`src/rtl/core/psm_pkg.sv`:
```
`timescale 1ns / 1ps
`default_nettype none

package psm_pkg;

  // Memory and stack geometry.
  localparam int MEM_CELLS = 65536;
  localparam int ADDR_W    = $clog2(MEM_CELLS + 1);
  localparam int CELL_W    = 32;
  localparam int IN_W      = 32;
  localparam int DS_DEPTH  = 256;
  localparam int RS_DEPTH  = 256;
  localparam int DS_AW     = $clog2(DS_DEPTH);
  localparam int RS_AW     = $clog2(RS_DEPTH);
  localparam int SH_W      = $clog2(CELL_W);

  localparam logic [CELL_W-1:0] MEMC_CELL = CELL_W'(MEM_CELLS);

  // Input kinds as they arrive on the port.
  localparam logic [2:0] KIND_LOAD  = 3'd0;
  localparam logic [2:0] KIND_READ  = 3'd1;
  localparam logic [2:0] KIND_PUSH  = 3'd2;
  localparam logic [2:0] KIND_START = 3'd3;
  localparam logic [2:0] KIND_EXEC  = 3'd4;

  // Item classes handed from the front end to the executor.
  typedef logic [2:0] item_cls_t;
  localparam item_cls_t IC_LOAD  = 3'd0;
  localparam item_cls_t IC_READ  = 3'd1;
  localparam item_cls_t IC_PUSH  = 3'd2;
  localparam item_cls_t IC_START = 3'd3;
  localparam item_cls_t IC_EXEC  = 3'd4;
  localparam item_cls_t IC_NONE  = 3'd5;

  // Status codes.
  localparam logic [1:0] ST_RUN  = 2'd0;
  localparam logic [1:0] ST_DONE = 2'd1;
  localparam logic [1:0] ST_BAD  = 2'd2;

  // Opcodes.
  localparam logic [7:0] OP_NOP    = 8'd0;
  localparam logic [7:0] OP_LIT    = 8'd1;
  localparam logic [7:0] OP_DUP    = 8'd2;
  localparam logic [7:0] OP_DROP   = 8'd3;
  localparam logic [7:0] OP_SWAP   = 8'd4;
  localparam logic [7:0] OP_TOR    = 8'd5;
  localparam logic [7:0] OP_FROMR  = 8'd6;
  localparam logic [7:0] OP_JUMP   = 8'd7;
  localparam logic [7:0] OP_CALL   = 8'd8;
  localparam logic [7:0] OP_CCALL  = 8'd9;
  localparam logic [7:0] OP_RET    = 8'd10;
  localparam logic [7:0] OP_EQ     = 8'd11;
  localparam logic [7:0] OP_NEQ    = 8'd12;
  localparam logic [7:0] OP_LT     = 8'd13;
  localparam logic [7:0] OP_GT     = 8'd14;
  localparam logic [7:0] OP_FETCH  = 8'd15;
  localparam logic [7:0] OP_STORE  = 8'd16;
  localparam logic [7:0] OP_ADD    = 8'd17;
  localparam logic [7:0] OP_SUB    = 8'd18;
  localparam logic [7:0] OP_MUL    = 8'd19;
  localparam logic [7:0] OP_DIVMOD = 8'd20;
  localparam logic [7:0] OP_AND    = 8'd21;
  localparam logic [7:0] OP_OR     = 8'd22;
  localparam logic [7:0] OP_XOR    = 8'd23;
  localparam logic [7:0] OP_SHIFT  = 8'd24;
  localparam logic [7:0] OP_ZRET   = 8'd25;
  localparam logic [7:0] OP_HALT   = 8'd26;
  localparam logic [7:0] OP_DEVN   = 8'd27;
  localparam logic [7:0] OP_QUERY  = 8'd28;
  localparam logic [7:0] OP_IO     = 8'd29;
  localparam logic [7:0] OP_MAX    = OP_IO;

  // One queued item.
  typedef struct packed {
    item_cls_t           cls;
    logic                addr_ok;
    logic [ADDR_W-1:0]   address;
    logic [CELL_W-1:0]   value;
  } item_t;

  // Control from the executor back to the front end.
  typedef struct packed {
    logic pop;
    logic clearing;
  } qctl_t;

endpackage

`default_nettype wire

```
`src/rtl/core/psm_front.sv`:
```
`timescale 1ns / 1ps
`default_nettype none

module psm_front (
  input  logic                   clk,
  input  logic                   rst,
  input  logic                   start,
  input  logic [2:0]             kind,
  input  logic [psm_pkg::ADDR_W-1:0] address,
  input  logic [psm_pkg::IN_W-1:0]   value,
  output logic                   busy,
  output psm_pkg::item_t         head,
  output logic                   head_valid,
  input  psm_pkg::qctl_t         qctl
);
  import psm_pkg::*;

  item_t      q [2];
  logic       wr_ptr;
  logic       rd_ptr;
  logic [1:0] cnt;
  logic       accept;
  item_t      in_item;

  // Classify the incoming word.
  always_comb begin
    in_item.address = address;
    in_item.value   = CELL_W'(signed'(value));
    in_item.addr_ok = (address <= ADDR_W'(MEM_CELLS));
    case (kind)
      KIND_LOAD:  in_item.cls = IC_LOAD;
      KIND_READ:  in_item.cls = IC_READ;
      KIND_PUSH:  in_item.cls = IC_PUSH;
      KIND_START: in_item.cls = IC_START;
      KIND_EXEC:  in_item.cls = IC_EXEC;
      default:    in_item.cls = IC_NONE;
    endcase
  end

  assign busy       = (cnt == 2'd2) || qctl.clearing;
  assign accept     = start && !busy;
  assign head       = q[rd_ptr];
  assign head_valid = (cnt != 2'd0);

  always_ff @(posedge clk) begin
    if (accept) begin
      q[wr_ptr] <= in_item;
    end
  end

  always_ff @(posedge clk) begin
    if (rst) begin
      wr_ptr <= 1'b0;
      rd_ptr <= 1'b0;
      cnt    <= 2'd0;
    end else begin
      if (accept) begin
        wr_ptr <= !wr_ptr;
      end
      if (qctl.pop) begin
        rd_ptr <= !rd_ptr;
      end
      if (accept && !qctl.pop) begin
        cnt <= cnt + 2'd1;
      end else if (!accept && qctl.pop) begin
        cnt <= cnt - 2'd1;
      end
    end
  end

endmodule

`default_nettype wire

```
`config.mk`:
```
export PLATFORM = sky130hd
export DESIGN_NAME = psm_front
export DESIGN_NICKNAME = d
export VERILOG_FILES = /design/src/rtl/core/psm_pkg.sv /design/src/rtl/core/psm_front.sv
export SDC_FILE = /design/constraint.sdc
export NUM_CORES = 1
export LEC_CHECK = 0
export BUFFER_PORTS_ARGS = -buffer_cell sky130_fd_sc_hd__buf_2
export CORE_MARGIN = 2
export CORE_UTILIZATION = 52
export DETAILED_ROUTE_END_ITERATION = 7
export PLACE_DENSITY_LB_ADDON = 0.3
export SYNTH_ARGS = -nofsm -noshare
export SYNTH_HDL_FRONTEND = slang
export SYNTH_SLANG_ARGS = --single-unit
```
`constraint.sdc`:
```
create_clock -name clk -period 4.4 [get_ports clk]
set_input_delay 0.88 -clock clk [delete_from_list [all_inputs] [get_ports clk]]
set_output_delay 0.88 -clock clk [all_outputs]
set_load 0.01 [all_outputs]
```
# Word level (Yosys, flattened, before mapping)

Memory sizes are Yosys's and may differ from the RTL's. A register that Yosys moved wholly into a read port is not among the register bits.
Index checks and enable logic that the tools add are counted.

Add/subtract/negate cells: 2
Multiply operators: 0
Divide/modulo/power cells: 0
Magnitude comparators: 1
Equal/unequal tests: 5
Shifts and indexed selects: 0
Mux-type cells: 7
Bitwise gates (word level): 0
Reductions and logical operators: 12

Operators with widths:

| cell                                                   | number |
|---|---|
| less-or-equal comparator 17 bit, second input constant | 1 |
| one-hot mux 3 bit (5 select lines)                     | 1 |
| equality test 3 x 2 -> 1 bit, second input constant    | 2 |
| logical NOT 1 bit                                      | 5 |
| two-way mux 1 bit                                      | 4 |
| two-way mux 2 bit                                      | 2 |
| nonzero test 2 bit                                     | 2 |
| equality test 3 x 1 -> 1 bit, second input constant    | 1 |
| equality test 3 bit, second input constant             | 1 |
| logical AND 1 bit                                      | 3 |
| logical NOT 3 bit                                      | 1 |
| adder 2 x 1 -> 2 bit, second input constant            | 1 |
| equality test 2 bit, second input constant             | 1 |
| subtractor 2 x 1 -> 2 bit, second input constant       | 1 |
| logical OR 1 bit                                       | 1 |

Bits in registers: 4
Bits in latches: 0
RAM bits: 106
Memory bits (read-only): 0
Input bits: 57
Output and inout port bits: 55
Logic and storage cells: 31
Memories: 1

Memories:

| name | depth | bits a word | rd ports | clocked after Yosys merged registers in | wr ports | RTL line        | text |
|---|---|---|---|---|---|---|---|
| q    | 2     | 53          | 1        | 1                                       | 1        | psm_front.sv:18 | `item_t q [2];` |

# Logic depth before layout (Yosys ltp)

Gate-level depths: netlist (run 1).

Depth in word-level cells: 8
Depth in mapped cells: 6
Mapped depth without buffers: 6

# Worst setup path before layout (run 1)

OpenSTA, ideal clock, no wires.

Kind: input -> register
Start point: input port qctl[0] (netlist bit)
End point: memory q[0][0] (netlist bit) (enable)
Setup time: 0.470 ns
Data arrival time: 3.506 ns
Required time: 3.930 ns
Path slack: 0.424 ns
Stages on the path: 2
Buffers on the path: 0
Cells stage by stage: nor3b_4 > nor2b_1

Cells in the longest elaborated chain, start to end: 5

Ends and longest elaborated chain:

| item                                    | RTL line        | text |
|---|---|---|
| start: declaration                      | psm_front.sv:14 | `input psm_pkg::qctl_t qctl` |
| logical OR 1 bit                        | psm_front.sv:40 | `assign busy = (cnt == 2'd2) \|\| qctl.clearing;` |
| logical NOT 1 bit                       | psm_front.sv:41 | `assign accept = start && !busy;` |
| logical AND 1 bit                       | psm_front.sv:41 |  |
| two-way mux 1 bit                       | psm_front.sv:46 | `if (accept) begin` |
| two-way mux 1 bit (implied by the code) | psm_front.sv:47 | `q[wr_ptr] <= in_item;` |
| end: declaration                        | psm_front.sv:18 |  |

Every way passes these cells.

==> results.cfg, run 1 <==
[place]
io_buffers = 111
gp_congestion = 0.7015
dp_hpwl_um = 4466

[grt]
grt_pass1_vias = 1985
grt_pass1_wl_um = 9791
grt_usage_pct = 15.47
grt_start_max_net_pins = 35
antenna_found_initial = 0
grt-ovfl-total = 0

[logic_synthesis]
synthesis.area_sq_mm = 0.004119
synth_top_area_cell = edfxtp_1
yosysTopAreaCellShare_pct = 77.28
yosysWarnings = 0
synth_nets = 257
ys_ff_latch = 111
synthTopCellsByArea = edfxtp_1 77%, mux2_2 14%, dfxtp_1 2.4%
yosysSeqAreaShare_pct = 79.71
avgSynthCellArea_sq_um = 20.70
ys_types = 24
syn_inst = 199

[die]
core_area_sq_mm = 0.007687
die_w_um = 93
rows = 32
die_y_um = 93
initial_core_util_pct = 53.58
dieArea_sq_mm = 0.008649
io_pins = 112

[route]
drc = 0
first_pass_iters = 4
dr.first_iter.drc_count = 78
post_drt_wl_per_cell_um = 15.81
ant_nets = 0
wl_um = 6702
via_per_inst = 4.960
vias = 2103

[outcome]
status = finished clean

[clocking]
cts_root_buf = clkbuf_8
clockBufferDepth = 2
cts_resized = 0
clock_latency_ps = 360
htreeDepth = 3
cts_sinks = 111
numCtsBuffers = 9
hold_buffers = 0
clk_pin_slew_ps = 90
cts_setup_buffers = 0
cts_tree = yes

[final_layout]
area_delta_synth_final_pct = 20.99
drive_above_1_share_pct = 58.39
final_common_cell = buf_2
final_cell_mix = 111 x buf_2, 106 x edfxtp_1, 53 x mux2_2
antenna_cells = 0
layout.nets = 375

[worst_setup_path]
crit_type = register to primary output
path_max_fanout = 30
crit_slowest_cell = dfxtp_2
crit_path_start_kind = register
cp.arrival_ps = 2130
critPathCaptureType = primary output
worstPathCellList = buf_4 > mux2_2 > buf_2
crit_required_ps = 3520
critPathMaxStageDelay_ps = 810
reg2reg_depth = 4

[run]
maxCapViolations = 0

[pwr]
p_leak_nw = 1.845
powerDensity_mw_per_mm2 = 414.5
peakVddDrop_mv = 0.2356
p_total_mw = 2.066

[sta]
fin_skew_ps = 13.22
layout_min_cycle_time_ps = 3015
fin_setup_tns_ps = 0
clock.fmax_mhz = 331.7
maxSlewHeadroom_pct = 51.90
hold_viol = 0
grt_setup_unrepaired = no
finalSetupViolCount = 0
tightest_slew_ps = 721.5
finalCritPeriodShare_pct = 68.52
slew_violations = 0

[min_path]
hold-path-cell-count = 2
holdCritPathClass = register to register
## through the flow
stage	std cells	hold WS [ps]	util, %	setup slack, ps	cell area (sq um)
finish	424	493.2	64.83	1385	4984
global route	424	523.1	64.83	1239	4984
detailed placement	408	485.9	62.29	1646	4788
floorplan	199	455.6	-	423.6	4119
global placement	408	474.1	62.29	1692	4788
CTS	424	499.2	64.83	1323	4984
## power breakdown
group,internal (mW),switching [mW]
clock,0.267,0.326
sequential,1.21,0.0242
combinational,0.117,0.117
## layer usage
layer,track usage (%),wire length [um],up-vias
met4,8.088,136,0
met1,19.93,2864,1010
li1,-,-,1012
met3,3.062,337,11
met2,25.12,3363,70
met5,0,0,-
## registers in the layout, indices dropped and copies added (netlist names), named ones only
name,count
q,106
cnt,2
rd_ptr,1
wr_ptr,1
## path summary, 6_finish.rpt
kind | slack [ps] | startpoint | endpoint
setup / recovery | 1390 | register | head[31]
hold / removal | 490 | cnt[1]$_SDFFE_PP0P_ | cnt[1]$_SDFFE_PP0P_
setup reg to reg | 2240 | cnt[0]$_SDFFE_PP0P_ | q[0][13]$_DFFE_PP_
hold reg to reg | 490 | cnt[1]$_SDFFE_PP0P_ | cnt[1]$_SDFFE_PP0P_
## cells in the mapped netlist
cell,number
o21ai_0,1
edfxtp_1,106
a21o_1,1
nor2_1,4
nand4_1,1
ha_1,1
nor4_1,4
nor2b_1,3
inv_1,1
mux2_2,53
dfxtp_1,5
clkbuf_1,1
or2_2,2
a21oi_1,1
xnor2_1,1
nor3b_4,1
xor2_1,2
buf_2,1
and2_1,1
nand2_1,1
or3_1,1
mux2_1,1
nor2b_2,1
buf_4,5
## logic make-up (layout without fill, tap and decap cells)
logic type,after synthesis,after routing,synth area share (%)
adder cells (fa/ha/maj),1,1,0.3037
flip-flops,111,111,79.71
AO/OA/AOI/OAI,3,3,0.4251
multiplexers,54,54,14.76
buffers and inverters,8,131,1.215
XOR/XNOR,3,3,0.6380
AND/OR/NAND/NOR,19,19,2.947
## cell type report
cell class                 count  area [sq um]
clock inverter                 6         67.56
tap                          102         127.6
clock buffer                  10         127.6
fill                         585          2704
timing repair buffer         114         578.1
multi-input combinational     80         794.5
inverter                       1         3.754
sequential                   111          3284
## worst max-delay path, delay by kind of cell (launching register included)
kind | cells | cell delay [ps]
flops | 1 | 810
buf+inv | 2 | 560
mux | 1 | 390
Note: power is estimated with default switching activity, not from simulation.
==> run 2, diff against run 1 <==
--- a/config.mk
+++ b/config.mk
@@ -7,7 +7,7 @@
 export LEC_CHECK = 0
 export BUFFER_PORTS_ARGS = -buffer_cell sky130_fd_sc_hd__buf_2
 export CORE_MARGIN = 2
-export CORE_UTILIZATION = 52
+export CORE_UTILIZATION = 47
 export DETAILED_ROUTE_END_ITERATION = 7
 export PLACE_DENSITY_LB_ADDON = 0.3
 export SYNTH_ARGS = -nofsm -noshare
==> constraint.sdc (replaced) <==
create_clock -name clk -period 2.45 [get_ports clk]
set_input_delay 0.49 -clock clk [delete_from_list [all_inputs] [get_ports clk]]
set_output_delay 0.49 -clock clk [all_outputs]
set_load 0.01 [all_outputs]
==> run 2 against run 1 <==
  * Setup slack worse by 1000 ps
  * Clock-buffer cell count is 1 lower
  * Clock power is 57% higher
  * Non-clock buffer count is 3 higher
  * Critical path depth stayed put
  * Hold slack worse by 180 ps
  * Power is 74% higher
  * Clock skew is 3.0 ps lower
  * Core utilization is 6.6 points lower
  * Final area is 0.40% higher
  * Critical endpoint is now head[1]
  * Register-to-register slack worse by 1500 ps
  * Via count is 0.48% lower
==> results.cfg, run 2 (synthesis results as in run 1) <==
[outcome]
status = finished clean

[clocking]
clk_pin_slew_ps = 100
cts_root_buf = clkbuf_8
htreeDepth = 3
clockBufferDepth = 2
cts_setup_buffers = 0
cts_sinks = 111
clock_latency_ps = 360
numCtsBuffers = 9
cts_tree = yes
hold_buffers = 0
cts_resized = 0

[final_layout]
largestRegisters = q (106), cnt (2)
largest_reg_flops = 106
final_cell_mix = 111 x buf_2, 106 x edfxtp_1, 53 x mux2_2
fillCellCount = 695
area_delta_synth_final_pct = 21.48
fin_cells = 431
antenna_cells = 0
stdcell_area_sq_mm = 0.005004
final_common_cell = buf_2
drive_above_1_share_pct = 59.13
layout.nets = 378
regMostFlops = q

[die]
die_w_um = 97.62
dieArea_sq_mm = 0.009529
initial_core_util_pct = 47.93
rows = 34
core_area_sq_mm = 0.008593
io_pins = 112
die_y_um = 97.62

[route]
via_per_inst = 4.856
dr.first_iter.drc_count = 65
wl_um = 6797
drc = 0
post_drt_wl_per_cell_um = 15.77
first_pass_iters = 4
ant_nets = 0
vias = 2093

[grt]
grt_pass1_vias = 2166
grt-ovfl-total = 0
grt_pass1_wl_um = 10670
grt_start_max_net_pins = 36
grt_usage_pct = 14.64
antenna_found_initial = 0

[place]
io_buffers = 111
preCtsSetupSlack_ps = 536.9
dp_cells = 417
dp_hpwl_um = 4602
gp_congestion = 0.6517
placed_cell_area_sq_mm = 0.004843

[sta]
hold_viol = 0
fin_setup_tns_ps = 0
maxSlewHeadroom_pct = 68.76
finalCritPeriodShare_pct = 85.40
tightest_slew_ps = 468.6
layout_min_cycle_time_ps = 2092
clock.fmax_mhz = 478.0
grt_setup_unrepaired = no
fin_skew_ps = 10.22
timing.final.ws_setup_ps = 357.7
slew_violations = 0
finalSetupViolCount = 0

[worst_setup_path]
critPathMaxStageDelay_ps = 400
path_max_fanout = 31
crit_path_start_kind = register
crit_slowest_cell = mux2_2
worstPathCellList = buf_4 > mux2_2 > buf_2
critPathCaptureType = primary output
crit_required_ps = 1960
cp.arrival_ps = 1600
crit_type = register to primary output

[pwr]
powerDensity_mw_per_mm2 = 716.7
p_leak_nw = 1.845
peakVddDrop_mv = 0.3828

[min_path]
holdCritPathClass = input pin to register

[run]
maxCapViolations = 0
run 2: changes by cell type in the layout (fill, tap and decap cells not counted), sizes merged:
cell,before,now
inv,3,2
clkinv,2,1
bufinv,1,0
buf,114,117
clkbuf,10,9
clkinvlp,1,3
run 2: final cells by class:
class                   count  area (sq um)  area share, %
clock buffers               9         123.9          2.476
clock inverters             5         36.28         0.7252
inverters                   1         3.754        0.07502
multi-input cells          80         794.5          15.88
flip-flops and latches    111          3284          65.64
well taps                 108         135.1          2.701
repair buffers            117         625.6          12.50
run 2: metrics by stage:
step	hold slack, ps	utilization (%)	power [mW]
6_report	310.0	58.23	3.586
5_1_grt	281.8	58.23	3.740
4_1_cts	290.9	58.23	3.626
3_5_place_dp	509.7	56.36	2.708
3_3_place_gp	475.9	56.36	2.698
2_1_floorplan	455.6	-	2.513
run 2: worst max-delay path: cells and delay by family, from the launching register on:
family | cells | cell delay, ps
DFF | 1 | 330
muxes | 1 | 400
buffers and inverters | 2 | 490
run 2: per-layer routing:
metal / vias up / GRT usage, % / share of wire (%)
li1: 1018 / - / -
met1: 1000 / 18.18 / 43
met2: 66 / 24.30 / 50
met3: 9 / 4.676 / 6.0
met4: 0 / 5.128 / 1.2
met5: - / 0 / 0
run 2: where the power goes:
| part | total [mW] | switching (mW) | internal, mW |
|---|---|---|---|
| registers | 2.21 | 0.0253 | 2.18 |
| clock network | 0.930 | 0.570 | 0.360 |
| logic | 0.450 | 0.232 | 0.218 |
| total | 3.59 | 0.827 | 2.76 |
run 2: path summary, 6_finish.rpt:
path,from,end,slack [ps],depth (start not counted)
worst min-delay path,value[28],q[0][28]$_DFFE_PP_,310,1
worst min register to register,rd_ptr$_SDFFE_PP0P_,register,530,2
worst max-delay path,register,head[1],360,3
worst max register to register,cnt[1]$_SDFFE_PP0P_,q[1][13]$_DFFE_PP_,700,4
==> run 3, diff against run 2 <==
--- a/config.mk
+++ b/config.mk
@@ -10,6 +10,7 @@
 export CORE_UTILIZATION = 47
 export DETAILED_ROUTE_END_ITERATION = 7
 export PLACE_DENSITY_LB_ADDON = 0.3
+export RECOVER_POWER = 100
 export SYNTH_ARGS = -nofsm -noshare
 export SYNTH_HDL_FRONTEND = slang
 export SYNTH_SLANG_ARGS = --single-unit
==> run 3 against run 2 <==
  * Maximum frequency shrank 2.3%
  * Routed wire length grew 0.85%
  * Sequential power is essentially flat
  * Non-clock buffer count is the same
  * Clock skew shrank 1.0 ps
  * Die area is the same
  * Combinational power shrank 7.8%
  * Final area shrank 2.7%
  * Via count is essentially flat
  * Global-route usage is the same
  * First-iteration DRC count grew 6.2%
  * Clock power shrank 0.4%
  * Highest routed layer unchanged
==> results.cfg, run 3 (synthesis results as in run 1) <==
[final_layout]
stdcell_area_sq_mm = 0.004867
fin_cells = 431
multi_input_area_sq_um = 773.2
final_common_cell = edfxtp_1
regMostFlops = q
largest_reg_flops = 106
fillCellCount = 726
layout.nets = 378
antenna_cells = 0
drive_above_1_share_pct = 30.34
largestRegisters = q (106), cnt (2)
register_area_sq_mm = 0.003283
area_delta_synth_final_pct = 18.17
final_cell_mix = 106 x edfxtp_1, 89 x clkbuf_1, 53 x mux2_2

[worst_setup_path]
worstPathBufferInverterCount = 2
r2r-start = cnt[1]$_SDFFE_PP0P_
crit_slowest_cell = clkbuf_4
critPathCaptureType = primary output
crit_path_start_kind = register
crit_required_ps = 1960
critPathTopFamily = buffers and inverters
endpoint = head[1]
cp.arrival_ps = 1650
critPathMaxStageDelay_ps = 410
crit_type = register to primary output
reg2reg_depth = 4
r2r_slack_ps = 420
path_depth = 3
worstPathCellList = clkbuf_4 > mux2_2 > clkbuf_1
reg2reg_to = q[0][0]$_DFFE_PP_
path_max_fanout = 31

[route]
post_drt_wl_per_cell_um = 15.90
wl_um = 6855
dr.first_iter.drc_count = 69
ant_nets = 0
vias = 2095
first_pass_iters = 4
drc = 0
via_per_inst = 4.861

[die]
core_area_sq_mm = 0.008593
initial_core_util_pct = 47.93
die_w_um = 97.62
rows = 34
die_y_um = 97.62
dieArea_sq_mm = 0.009529
io_pins = 112

[grt]
grt_usage_pct = 14.64
antenna_found_initial = 0
grt_pass1_vias = 2166
grt_pass1_wl_um = 10670
grt_start_max_net_pins = 36
grt-ovfl-total = 0

[clocking]
htreeDepth = 3
cts_root_buf = clkbuf_8
clockBufferDepth = 2
numCtsBuffers = 9
hold_buffers = 0
clock_latency_ps = 360
cts_setup_buffers = 0
cts_resized = 0
cts_sinks = 111
clk_pin_slew_ps = 100
cts_tree = yes

[place]
io_buffers = 111
gp_congestion = 0.6517
dp_cells = 417
dp_hpwl_um = 4602
placed_cell_area_sq_mm = 0.004843

[sta]
finalSetupViolCount = 0
finalCritPeriodShare_pct = 87.43
fin_setup_tns_ps = 0
tightest_slew_ps = 527.3
layout_min_cycle_time_ps = 2142
grt_setup_unrepaired = no
clock.fmax_mhz = 466.8
slew_violations = 0
fin_skew_ps = 9.200
maxSlewHeadroom_pct = 64.77
hold_viol = 0
whs_ps = 311.7

[pwr]
powerDensity_mw_per_mm2 = 728.5
peakVddDrop_mv = 0.3672
p_total_mw = 3.545
p_leak_nw = 1.592

[outcome]
status = finished clean

[min_path]
holdCritPathClass = input pin to register

[run]
maxCapViolations = 0
==> run 3: changes by cell type in the layout (fill, tap and decap cells not counted), sizes merged <==
| cell | before | now |
|---|---|---|
| buf | 117 | 25 |
| clkbuf | 9 | 101 |
==> run 3: area by class of cell <==
| type | count | share of cell area [%] |
|---|---|---|
| clock buffer | 9 | 2.545 |
| clock inverter | 5 | 0.7455 |
| inverter | 1 | 0.07712 |
| multi-input combinational | 80 | 15.89 |
| timing repair buffer | 117 | 10.51 |
| tap | 108 | 2.776 |
| sequential | 111 | 67.46 |
==> run 3: worst min-delay path by stage <==
stage,startpoint,endpoint,depth (start not counted)
global placement,cnt[1]$_SDFFE_PP0P_,cnt[1]$_SDFFE_PP0P_,2
floorplan,cnt[1]$_SDFFE_PP0P_,cnt[1]$_SDFFE_PP0P_,2
finish,value[28],q[0][28]$_DFFE_PP_,1
CTS,value[28],q[0][28]$_DFFE_PP_,1
global route,value[2],q[1][2]$_DFFE_PP_,1
detailed placement,rd_ptr$_SDFFE_PP0P_,register,2
==> run 3: report_power, final <==
| group | switching (mW) | internal (mW) | total [mW] | leakage [nW] |
|---|---|---|---|---|
| logic | 0.233 | 0.181 | 0.415 | 0.506 |
| clock network | 0.566 | 0.360 | 0.926 | 0.0736 |
| registers | 0.0242 | 2.18 | 2.20 | 1.01 |
==> run 3: through the flow <==
stage               util [%]  setup WS [ps]
floorplan                  -          9.413
global placement       56.36          588.7
detailed placement     56.36          536.9
CTS                    58.23          314.3
global route           56.64          208.8
finish                 56.64          307.9
==> run 3: metal layers <==
metal  vias up  track usage (%)  wire length, um  share of wire, %
li1       1020                -                -                 -
met5         -                0                0                 0
met1       998            18.18             2944                43
met4         0            5.128               71               1.0
met2        69            24.30             3410                50
met3         8            4.676              428               6.2
==> run 3: worst reg2reg max path, stage by stage (launching register included) <==
cell      delay [ps]
dfxtp_1          340
nor2b_1          140
nor3b_1          460
nor2b_1          240
clkbuf_4         480
